$ cat src/sv/bsst_pkg.sv
// Shared types and constants for the body sleep tracker.
// No dependencies; imported by every RTL module.
package bsst_pkg;

  typedef enum logic [2:0] {
    ST_IDLE,
    ST_SQUARE,
    ST_DECIDE,
    ST_UPDATE,
    ST_BLEND,
    ST_DIVIDE,
    ST_FINISH
  } seq_state_t;

  localparam logic [1:0] CMD_TICK       = 2'd0;
  localparam logic [1:0] CMD_ACTIVATE   = 2'd1;
  localparam logic [1:0] CMD_DEACTIVATE = 2'd2;

  localparam logic [2:0] REG_DEACT_EN    = 3'd0;
  localparam logic [2:0] REG_LIN_THR     = 3'd1;
  localparam logic [2:0] REG_ANG_THR     = 3'd2;
  localparam logic [2:0] REG_BLEND_START = 3'd3;
  localparam logic [2:0] REG_SLEEP_END   = 3'd4;

  localparam logic [15:0] DEACTIVATED_TIME = 16'd25600;  // 100 s in Q8.8
  localparam logic [15:0] SLEEP_END_RESET  = 16'd512;    // 2 s in Q8.8
  localparam logic [8:0]  BLEND_ONE        = 9'd256;

  // squaring sequence: lin thr, lin x/y/z, ang thr, ang x/y/z
  localparam logic [3:0] STEP_LIN_THR = 4'd0;
  localparam logic [3:0] STEP_LIN_X   = 4'd1;
  localparam logic [3:0] STEP_LIN_Y   = 4'd2;
  localparam logic [3:0] STEP_LIN_Z   = 4'd3;
  localparam logic [3:0] STEP_ANG_THR = 4'd4;
  localparam logic [3:0] STEP_ANG_X   = 4'd5;
  localparam logic [3:0] STEP_ANG_Y   = 4'd6;
  localparam logic [3:0] STEP_ANG_Z   = 4'd7;
  // a square issued at one step passes the product register, then the accumulator
  localparam logic [3:0] STEP_LIN_THR_CAP = 4'd2;
  localparam logic [3:0] STEP_LIN_CMP     = 4'd5;
  localparam logic [3:0] STEP_ANG_THR_CAP = 4'd6;
  localparam logic [3:0] STEP_DRAIN       = 4'd8;

  localparam int DIV_STEPS = 8;  // quotient is below 256
  localparam int DIV_CNT_W = $clog2(DIV_STEPS);

  typedef struct packed {
    logic valid;
    logic clear;
  } sq_ctrl_t;

  typedef struct packed {
    logic busy;
    logic done;
  } div_stat_t;

endpackage

$ cat src/sv/body_sleep_state_tracker_core.sv
// Rigid body sleep tracker: request channel in, one response per request out.
// Requests (command, delta_time, linear and angular velocity) are taken on
// req_valid with req_stall low; req_stall is high while a request is in work.
// A tick squares six velocity components and both thresholds through one
// shared multiplier (eight passes), then updates the inactive time and the
// awake flag. The blend factor uses an eight-step restoring divider when the
// time lies strictly inside the ramp.
// The multiplier passes and divider steps set how long a request stays in
// work; one request is in work at a time.
// The response sits in an output register, so a new request is taken while
// a response waits; rsp_stall high holds the response unchanged and, once
// the next one is ready, holds the sequencer in its finish state.
// Reset (rst, synchronous): time 0, body awake, registers to their defaults
// (sleep enabled, thresholds 0, blend start 0, end 2 s), no response.
// Configuration is an APB-style port, registers at 4*index, always ready.
module body_sleep_state_tracker_core import bsst_pkg::*; (
  input  logic               clk,
  input  logic               rst,
  // request channel
  input  logic               req_valid,
  output logic               req_stall,
  input  logic [1:0]         command,
  input  logic [15:0]        delta_time,
  input  logic signed [15:0] lin_vel_x,
  input  logic signed [15:0] lin_vel_y,
  input  logic signed [15:0] lin_vel_z,
  input  logic signed [15:0] ang_vel_x,
  input  logic signed [15:0] ang_vel_y,
  input  logic signed [15:0] ang_vel_z,
  // response channel
  output logic               rsp_valid,
  input  logic               rsp_stall,
  output logic               is_active,
  output logic               has_energy,
  output logic [15:0]        inactive_time_out,
  output logic [8:0]         blend,
  // configuration port
  input  logic               psel,
  input  logic               penable,
  input  logic               pwrite,
  input  logic [4:0]         paddr,
  input  logic [31:0]        pwdata,
  output logic [31:0]        prdata,
  output logic               pready
);

  // ---------------------------------------------------------------------
  // Configuration registers
  // ---------------------------------------------------------------------
  logic        deact_en;
  logic [15:0] lin_thr;
  logic [15:0] ang_thr;
  logic [15:0] blend_start;
  logic [15:0] sleep_end;
  logic        cfg_wr;
  logic [2:0]  cfg_idx;

  assign pready  = 1'b1;
  assign cfg_idx = paddr[4:2];
  assign cfg_wr  = psel & penable & pwrite;

  always_ff @(posedge clk) begin
    if (rst) begin
      deact_en    <= 1'b1;
      lin_thr     <= '0;
      ang_thr     <= '0;
      blend_start <= '0;
      sleep_end   <= SLEEP_END_RESET;
    end else if (cfg_wr) begin
      case (cfg_idx)
        REG_DEACT_EN:    deact_en    <= pwdata[0];
        REG_LIN_THR:     lin_thr     <= pwdata[15:0];
        REG_ANG_THR:     ang_thr     <= pwdata[15:0];
        REG_BLEND_START: blend_start <= pwdata[15:0];
        REG_SLEEP_END:   sleep_end   <= pwdata[15:0];
        default: ;  // writes past the map are dropped
      endcase
    end
  end

  always_comb begin
    case (cfg_idx)
      REG_DEACT_EN:    prdata = {31'd0, deact_en};
      REG_LIN_THR:     prdata = {16'd0, lin_thr};
      REG_ANG_THR:     prdata = {16'd0, ang_thr};
      REG_BLEND_START: prdata = {16'd0, blend_start};
      REG_SLEEP_END:   prdata = {16'd0, sleep_end};
      default:         prdata = '0;
    endcase
  end

  // ---------------------------------------------------------------------
  // Sequencer
  // ---------------------------------------------------------------------
  seq_state_t state, state_next;
  logic [3:0] step;
  logic       req_take;
  logic       out_load;

  // captured request
  logic [1:0]         cmd_q;
  logic [15:0]        dt_q;
  logic signed [15:0] vel_q [6];

  // body state
  logic [15:0] inactive_time, inactive_time_next;
  logic        active_flag, active_flag_next;

  // energy test
  sq_ctrl_t           sq_ctrl;
  logic signed [16:0] sq_operand;
  logic [31:0]        sq_acc;
  logic [31:0]        thr_sq;
  logic               lin_energy;
  logic               energy;
  logic               acc_above;

  // blend
  logic        at_or_below_start;
  logic        at_or_above_end;
  logic        div_start;
  div_stat_t   div_stat;
  logic [DIV_STEPS-1:0] div_quot;
  logic [8:0]  blend_q;

  assign req_take = req_valid & ~req_stall;

  always_ff @(posedge clk) begin
    if (rst) begin
      state <= ST_IDLE;
      step  <= '0;
    end else begin
      state <= state_next;
      if (req_take) begin
        step <= '0;
      end else if (state == ST_SQUARE) begin
        step <= step + 1'b1;
      end
    end
  end

  // next state
  always_comb begin
    state_next = state;
    case (state)
      ST_IDLE: begin
        if (req_valid) begin
          state_next = (command == CMD_TICK) ? ST_SQUARE : ST_UPDATE;
        end
      end
      ST_SQUARE: begin
        if (step == STEP_DRAIN) begin
          state_next = ST_DECIDE;
        end
      end
      ST_DECIDE: state_next = ST_UPDATE;
      ST_UPDATE: state_next = ST_BLEND;
      ST_BLEND: begin
        state_next = (at_or_below_start || at_or_above_end) ? ST_FINISH : ST_DIVIDE;
      end
      ST_DIVIDE: begin
        if (div_stat.done) begin
          state_next = ST_FINISH;
        end
      end
      ST_FINISH: begin
        if (!rsp_valid || !rsp_stall) begin
          state_next = ST_IDLE;
        end
      end
      default: state_next = ST_IDLE;
    endcase
  end

  // sequencer outputs
  always_comb begin
    req_stall     = 1'b1;
    sq_ctrl.valid = 1'b0;
    sq_ctrl.clear = 1'b0;
    div_start     = 1'b0;
    out_load      = 1'b0;
    case (state)
      ST_IDLE: req_stall = 1'b0;
      ST_SQUARE: begin
        sq_ctrl.valid = ~step[3];  // issues on steps 0..7, step 8 drains
        sq_ctrl.clear = (step == STEP_LIN_THR) || (step == STEP_LIN_X) ||
                        (step == STEP_ANG_THR) || (step == STEP_ANG_X);
      end
      ST_BLEND:  div_start = ~at_or_below_start & ~at_or_above_end;
      ST_FINISH: out_load  = ~rsp_valid | ~rsp_stall;
      default: ;
    endcase
  end

  // request capture
  always_ff @(posedge clk) begin
    if (req_take) begin
      cmd_q    <= command;
      dt_q     <= delta_time;
      vel_q[0] <= lin_vel_x;
      vel_q[1] <= lin_vel_y;
      vel_q[2] <= lin_vel_z;
      vel_q[3] <= ang_vel_x;
      vel_q[4] <= ang_vel_y;
      vel_q[5] <= ang_vel_z;
    end
  end

  // ---------------------------------------------------------------------
  // Energy test: squares through the shared unit
  // ---------------------------------------------------------------------
  always_comb begin
    case (step)
      STEP_LIN_THR: sq_operand = $signed({1'b0, lin_thr});
      STEP_LIN_X:   sq_operand = $signed({vel_q[0][15], vel_q[0]});
      STEP_LIN_Y:   sq_operand = $signed({vel_q[1][15], vel_q[1]});
      STEP_LIN_Z:   sq_operand = $signed({vel_q[2][15], vel_q[2]});
      STEP_ANG_THR: sq_operand = $signed({1'b0, ang_thr});
      STEP_ANG_X:   sq_operand = $signed({vel_q[3][15], vel_q[3]});
      STEP_ANG_Y:   sq_operand = $signed({vel_q[4][15], vel_q[4]});
      STEP_ANG_Z:   sq_operand = $signed({vel_q[5][15], vel_q[5]});
      default:      sq_operand = '0;
    endcase
  end

  bsst_sq_acc u_sq (
    .clk     (clk),
    .rst     (rst),
    .ctrl    (sq_ctrl),
    .operand (sq_operand),
    .acc     (sq_acc)
  );

  // one comparator, used for the linear sum and then the angular sum
  assign acc_above = sq_acc > thr_sq;

  always_ff @(posedge clk) begin
    if (req_take) begin
      energy <= 1'b0;  // only a tick reports energy
    end else if (state == ST_DECIDE) begin
      energy <= lin_energy | acc_above;
    end
    if (state == ST_SQUARE) begin
      if (step == STEP_LIN_THR_CAP || step == STEP_ANG_THR_CAP) begin
        thr_sq <= sq_acc;
      end
      if (step == STEP_LIN_CMP) begin
        lin_energy <= acc_above;
      end
    end
  end

  // ---------------------------------------------------------------------
  // Inactive time and awake flag
  // ---------------------------------------------------------------------
  logic [16:0] time_sum;
  assign time_sum = {1'b0, inactive_time} + {1'b0, dt_q};

  always_comb begin
    inactive_time_next = inactive_time;
    active_flag_next   = active_flag;
    case (cmd_q)
      CMD_TICK: begin
        if (!deact_en) begin
          inactive_time_next = '0;
          active_flag_next   = 1'b1;
        end else begin
          if (energy) begin
            inactive_time_next = (inactive_time > dt_q) ? inactive_time - dt_q : '0;
          end else if (time_sum > {1'b0, sleep_end}) begin
            inactive_time_next = sleep_end;
          end else begin
            inactive_time_next = time_sum[15:0];
          end
          active_flag_next = inactive_time_next < sleep_end;
        end
      end
      CMD_ACTIVATE: begin
        inactive_time_next = '0;
        active_flag_next   = 1'b1;
      end
      CMD_DEACTIVATE: begin
        inactive_time_next = DEACTIVATED_TIME;
        active_flag_next   = 1'b0;
      end
      default: ;  // unused code leaves the body as it is
    endcase
  end

  always_ff @(posedge clk) begin
    if (rst) begin
      inactive_time <= '0;
      active_flag   <= 1'b1;
    end else if (state == ST_UPDATE) begin
      inactive_time <= inactive_time_next;
      active_flag   <= active_flag_next;
    end
  end

  // ---------------------------------------------------------------------
  // Blend factor
  // ---------------------------------------------------------------------
  assign at_or_below_start = inactive_time <= blend_start;
  assign at_or_above_end   = inactive_time >= sleep_end;

  bsst_div u_div (
    .clk      (clk),
    .rst      (rst),
    .start    (div_start),
    .rem_init (sleep_end - inactive_time),
    .divisor  (sleep_end - blend_start),
    .stat     (div_stat),
    .quot     (div_quot)
  );

  always_ff @(posedge clk) begin
    if (state == ST_BLEND) begin
      blend_q <= at_or_below_start ? BLEND_ONE : '0;  // start test wins
    end else if (state == ST_DIVIDE && div_stat.done) begin
      blend_q <= {1'b0, div_quot};
    end
  end

  // ---------------------------------------------------------------------
  // Response register
  // ---------------------------------------------------------------------
  always_ff @(posedge clk) begin
    if (rst) begin
      rsp_valid <= 1'b0;
    end else if (out_load) begin
      rsp_valid <= 1'b1;
    end else if (!rsp_stall) begin
      rsp_valid <= 1'b0;
    end
  end

  always_ff @(posedge clk) begin
    if (out_load) begin
      is_active         <= active_flag;
      has_energy        <= energy;
      inactive_time_out <= inactive_time;
      blend             <= blend_q;
    end
  end

endmodule

$ cat src/sv/bsst_sq_acc.sv
// Shared squaring unit: one registered 17x17 signed square and an accumulator.
// Depends on bsst_pkg.
module bsst_sq_acc import bsst_pkg::*; (
  input  logic               clk,
  input  logic               rst,
  input  sq_ctrl_t           ctrl,
  input  logic signed [16:0] operand,
  output logic [31:0]        acc
);

  logic signed [33:0] sq_full;
  logic [31:0]        prod;
  logic               prod_valid;
  logic               prod_clear;

  assign sq_full = operand * operand;

  always_ff @(posedge clk) begin
    if (rst) begin
      prod_valid <= 1'b0;
      prod_clear <= 1'b0;
    end else begin
      prod_valid <= ctrl.valid;
      prod_clear <= ctrl.clear;
    end
  end

  always_ff @(posedge clk) begin
    if (ctrl.valid) begin
      prod <= sq_full[31:0];  // square never exceeds 32 bits
    end
    if (prod_valid) begin
      acc <= prod_clear ? prod : acc + prod;
    end
  end

endmodule

$ cat src/sv/bsst_div.sv
// Restoring divider, one quotient bit a cycle, for the blend ramp.
// Depends on bsst_pkg. Requires rem_init < divisor.
module bsst_div import bsst_pkg::*; (
  input  logic        clk,
  input  logic        rst,
  input  logic        start,
  input  logic [15:0] rem_init,
  input  logic [15:0] divisor,
  output div_stat_t   stat,
  output logic [DIV_STEPS-1:0] quot
);

  localparam logic [DIV_CNT_W-1:0] CNT_LAST = DIV_CNT_W'(DIV_STEPS - 1);

  logic [15:0]          rem;
  logic [15:0]          dvs;
  logic [DIV_CNT_W-1:0] cnt;
  logic                 busy;
  logic                 done;
  logic [16:0]          shifted;
  logic [16:0]          diff;
  logic                 fits;

  assign shifted = {rem, 1'b0};
  assign fits    = shifted >= {1'b0, dvs};
  assign diff    = shifted - {1'b0, dvs};

  always_ff @(posedge clk) begin
    if (rst) begin
      busy <= 1'b0;
      done <= 1'b0;
      cnt  <= '0;
    end else begin
      done <= 1'b0;
      if (start) begin
        busy <= 1'b1;
        cnt  <= '0;
      end else if (busy) begin
        cnt <= cnt + 1'b1;
        if (cnt == CNT_LAST) begin
          busy <= 1'b0;
          done <= 1'b1;
        end
      end
    end
  end

  always_ff @(posedge clk) begin
    if (start) begin
      rem  <= rem_init;
      dvs  <= divisor;
      quot <= '0;
    end else if (busy) begin
      rem  <= fits ? diff[15:0] : shifted[15:0];
      quot <= {quot[DIV_STEPS-2:0], fits};
    end
  end

  assign stat.busy = busy;
  assign stat.done = done;

endmodule

$ cat config.mk
export PLATFORM = sky130hd
export DESIGN_NAME = body_sleep_state_tracker_core
export DESIGN_NICKNAME = d
export VERILOG_FILES = /design/src/sv/bsst_pkg.sv /design/src/sv/body_sleep_state_tracker_core.sv /design/src/sv/bsst_sq_acc.sv /design/src/sv/bsst_div.sv
export SDC_FILE = /design/constraint.sdc
export NUM_CORES = 2
export LEC_CHECK = 0
export BUFFER_PORTS_ARGS = -buffer_cell sky130_fd_sc_hd__buf_4
export CORE_ASPECT_RATIO = 0.9
export CORE_MARGIN = 2
export CORE_UTILIZATION = 47
export CTS_BUF_LIST = sky130_fd_sc_hd__clkbuf_4
export DETAILED_ROUTE_END_ITERATION = 16
export SETUP_SLACK_MARGIN = 0.2
export SYNTH_ARGS = -nofsm -noshare
export SYNTH_HDL_FRONTEND = slang
export SYNTH_SLANG_ARGS = --single-unit
$ cat constraint.sdc
create_clock -name clk -period 22.1 [get_ports clk]
set_input_delay 1.105 -clock clk [delete_from_list [all_inputs] [get_ports clk]]
set_output_delay 1.105 -clock clk [all_outputs]
set_load 0.03 [all_outputs]
==> implementation parameters <==
Parameter                              Value

Synth
  Number of warnings issued by yosys ... 0
  Commonest register cell after synthesis ... edfxtp_1
  Sequential area share after synthesis ... 0.332
  Synth Register Bits ... between 300 and 400
  Number of instances in the synthesized netlist ... about 3,200
  Cell area after synthesis ... between 30,000 and 40,000 um2
  Fraction of registers with async set or reset after synthesis ... 0
  Number of unique standard cell types used by synthesis ... 95
  Number of enable flip-flop cells after synthesis ... roughly 280
  Per-instance average area after synthesis ... about 10 um2

Clocking
  Post-CTS sizing ... 0
  Number of buffers created by CTS ... around 100
  CTS tree ... yes
  Clock latency reported for the late side of the worst-skew pair ... 900 ps
  Depth of the CTS H-tree ... 3
  Setup Buffers After CTS ... 0
  Clock-pin slew reported for the worst setup and hold paths after clock tree synthesis ... around 80 ps
  Maximum buffer depth of the clock tree ... 3
  CTS sink cnt ... around 380
  CTS root buffer ... clkbuf_4
  Hold buffer count at cts ... 0

Global route
  Met3 demand-to-capacity share in global routing ... 0.0745
  Met1 Track Usage GR ... 0.362
  Maximum number of pins on one net before global-route repair ... slightly above 90
  Aggregate global routing overflow ... 0
  Fraction of met2 tracks used by global routing ... 0.365
  Grt peak-use layer ... met2
  Number of global-route vias before repair ... about 25,000
  Aggregate global-route resource usage ... 0.254
  First-pass GRT wire length ... 137,000 um
  Number of antenna violations at the first check in global routing ... 5

Place
  Routability-driven placement congestion ratio ... approximately 0.9
  Total of buffers placed on input and output ports ... about 180
  HPWL reported at the end of detailed placement ... between 60,000 and 70,000 um

Critical path
  Slowest cell on the critical path ... a22oi_1
  R2r startpoint ... step[0]
  R2R depth ... 27
  Family with the most delay on the worst path ... adder cells
  Reg2Reg Setup Slack ... about 13,000 ps
  Maximum single-stage delay on the critical path ... 680 ps
  Worst path most repeated cell ... inv_1
  Arrival time of the worst setup path ... about 9500 ps
  Nature of the critical path endpoint ... flip-flop
  Worst reg2reg endpoint ... u_sq.prod[26]
  Critical path start-end classification ... flip-flop to flip-flop
  Worst path required time ... 22,670 ps
  Number of buffers and inverters on the critical path ... 7
  Largest fanout on the critical path ... 17
  Critical Path Source Type ... flip-flop

STA
  Setup skew after layout ... about 78 ps
  Final Max Tran Viols ... 0
  Slew at the pin with the worst max-slew slack ... between 1000 and 1500 ps
  Number of endpoints failing setup at the final stage ... 0
  Sum of negative setup slack ... 0 ps
  Unrepaired setup endpoints after global routing ... false
  Slew margin rel. ... 0.0596
  Shortest clock period the worst path allows after layout ... slightly below 9000 ps
  Maximum operating frequency ... roughly 110 MHz
  Number of hold violations in the final report ... 0
  Final Cycle Share ... 0.404

Detailed routing
  DRC viols ... 0
  Via density per instance ... 5.53
  Routed wire length ... roughly 87,000 um
  Wire length per cell ... 19.9 um
  Number of search-and-repair iterations in the first detailed-routing pass ... 6
  Total via count in the routed design ... between 20,000 and 25,000
  Detailed Route Iter0 Violations ... ~1,900
  Number of nets with antenna violations after routing ... 0

Floorplanning
  Floorplan die width ... around 280 um
  # IOs ... 220
  Placement row count ... 90
  Core area ... between 60,000 and 70,000 um2
  Initial cell density of the core ... 0.473
  Y dimension of the die ... approximately 250 um
  Overall die area ... ~69,000 um2

Worst hold path
  Hold Path Depth ... 1
  Tightest Hold Check Type ... input port to flip-flop
  WHS Endpoint ... dt_q[15]
  Start point of the worst hold path ... delta_time[15]

Power and ir drop
  Power density cells ... 82.4 nW/um2
  Maximum resistive drop on vdd ... 0.0508 mV
  Leakage component of the power ... about 15 nW

Layout
  Proportion of layout cells with a drive suffix above 1 ... 0.123
  Multi-input logic area ... 18,700 um2
  Utilization of the core after routing ... 0.525
  Reg area ... between 10,000 and 15,000 um2
  Final layout net count ... slightly above 4,000
  Syn-to-layout area delta ... 11.0%
  Filler cell count in the final layout ... between 6,000 and 7,000

Job
  Max_cap viols ... 0

Run status
  Status ... finished clean
==> placed cells by master (no fill, tap or decap), types with 19 or more instances in the layout <==
| cell | instances |
|---|---|
| a211oi_1 | 19 |
| a21o_1 | 49 |
| a21oi_1 | 206 |
| a22oi_1 | 81 |
| buf_4 | 201 |
| clkbuf_4 | 160 |
| dfxtp_1 | 105 |
| edfxtp_1 | 278 |
| fa_1 | 260 |
| ha_1 | 277 |
| inv_1 | 500 |
| mux2i_1 | 29 |
| nand2_1 | 351 |
| nand2b_1 | 26 |
| nand3_1 | 29 |
| nand4_1 | 37 |
| nor2_1 | 172 |
| nor2b_1 | 32 |
| nor3_1 | 42 |
| o21a_1 | 35 |
| o21ai_0 | 115 |
| o31ai_1 | 20 |
| xnor2_1 | 83 |
| xor2_1 | 34 |
==> report_power, final <==
part	internal, mW	switching [mW]
registers	0.943	0.0691
logic	0.464	0.756
clock network	0.350	0.303
==> registers in the layout, summed over array words and instances (netlist names), 4 cells and up <==
name,cells
step,4
sleep_end,16
u_div.dvs,16
u_sq.prod,31
vel_q,96
blend,9
inactive_time_out,16
blend_q,9
lin_thr,16
u_sq.acc,32
u_div.quot,8
u_div.rem,16
blend_start,16
inactive_time,16
ang_thr,16
thr_sq,32
dt_q,16
==> logic make-up (layout without fill, tap and decap cells) <==
| kind of cell | Yosys count | in the layout | share of synthesized area |
|---|---|---|---|
| flip-flops | 384 | 384 | 0.332 |
| multiplexers | 47 | 47 | 0.0156 |
| AO/OA/AOI/OAI | 696 | 696 | 0.144 |
| adder cells (fa/ha/maj) | 537 | 537 | 0.275 |
| XOR/XNOR | 118 | 118 | 0.0330 |
| other | 2 | 21 | 0.000238 |
| buffers and inverters | 626 | 889 | 0.0779 |
| AND/OR/NAND/NOR | 819 | 819 | 0.122 |
==> worst max-delay path by stage <==
| stage | start | to | slack (ps) | cells after the start |
|---|---|---|---|---|
| after detailed placement | step[0] | u_sq.prod[26] | 13300 | 27 |
| after CTS | step[2] | u_sq.prod[25] | 13250 | 24 |
| after global routing | step[2] | u_sq.prod[30] | 12700 | 25 |
| after global placement | step[2] | u_sq.prod[26] | 13440 | 25 |
| after floorplan | step[0] | u_sq.prod[26] | 14740 | 30 |
| final | step[0] | u_sq.prod[26] | 13160 | 27 |
==> metrics by stage <==
stage	hold WS (ps)	cell area [um2]	std cells	power, mW	setup slack, ps
floorplan	400	31600	3244	1.90	14740
global placement	407	33600	4197	2.20	13440
detailed placement	409	33600	4197	2.23	13300
CTS	287	35000	4381	2.89	13250
global route	324	35000	4383	3.10	12700
finish	383	35000	4385	2.88	13160
==> layout make-up <==
type,instances,share of cell area
sequential,384,0.299
timing repair buffer,201,0.0431
antenna,4,0.000286
clock buffer,160,0.0343
tap,874,0.0313
clock inverter,24,0.00436
inverter,504,0.0541
multi-input combinational,2234,0.533
==> cells in the mapped netlist (11+ instances only) <==
library cell  instances  area, um2
o21bai_1             12       90.1
xor2_1               34        298
or3_1                16        100
and4_1               13        114
edfxtp_1            278       8350
ha_1                277       3470
and2_1               17        106
nor4_1               13       81.3
dfxtp_1             106       2120
o21a_1               35        263
nand2_1             351       1320
nand3_1              29        145
o21ai_1              17       85.1
nor3b_1              14        105
mux2i_1              29        290
a211oi_1             19        143
and3_1               15       93.8
buf_2                19       95.1
o21ai_0             115        576
a211o_1              11       96.3
a21oi_1             207       1040
nand4_1              37        231
o31ai_1              20        150
a22oi_1              81        608
buf_4                20        150
nor2b_1              32        200
o211ai_1             14        105
nor2_1              173        649
clkbuf_1             76        285
mux2_2               18        203
nand2b_1             26        163
a21o_1               49        368
a31oi_1              12       75.1
fa_1                260       5200
xnor2_1              83        727
nor3_1               42        210
inv_1               500       1880
==> metal layers <==
metal,share of wire,vias to the layer above
li1,-,11547
met1,0.46,11591
met2,0.41,956
met3,0.098,162
met4,0.030,0
met5,0,-
(Power assumes the default switching activity.)
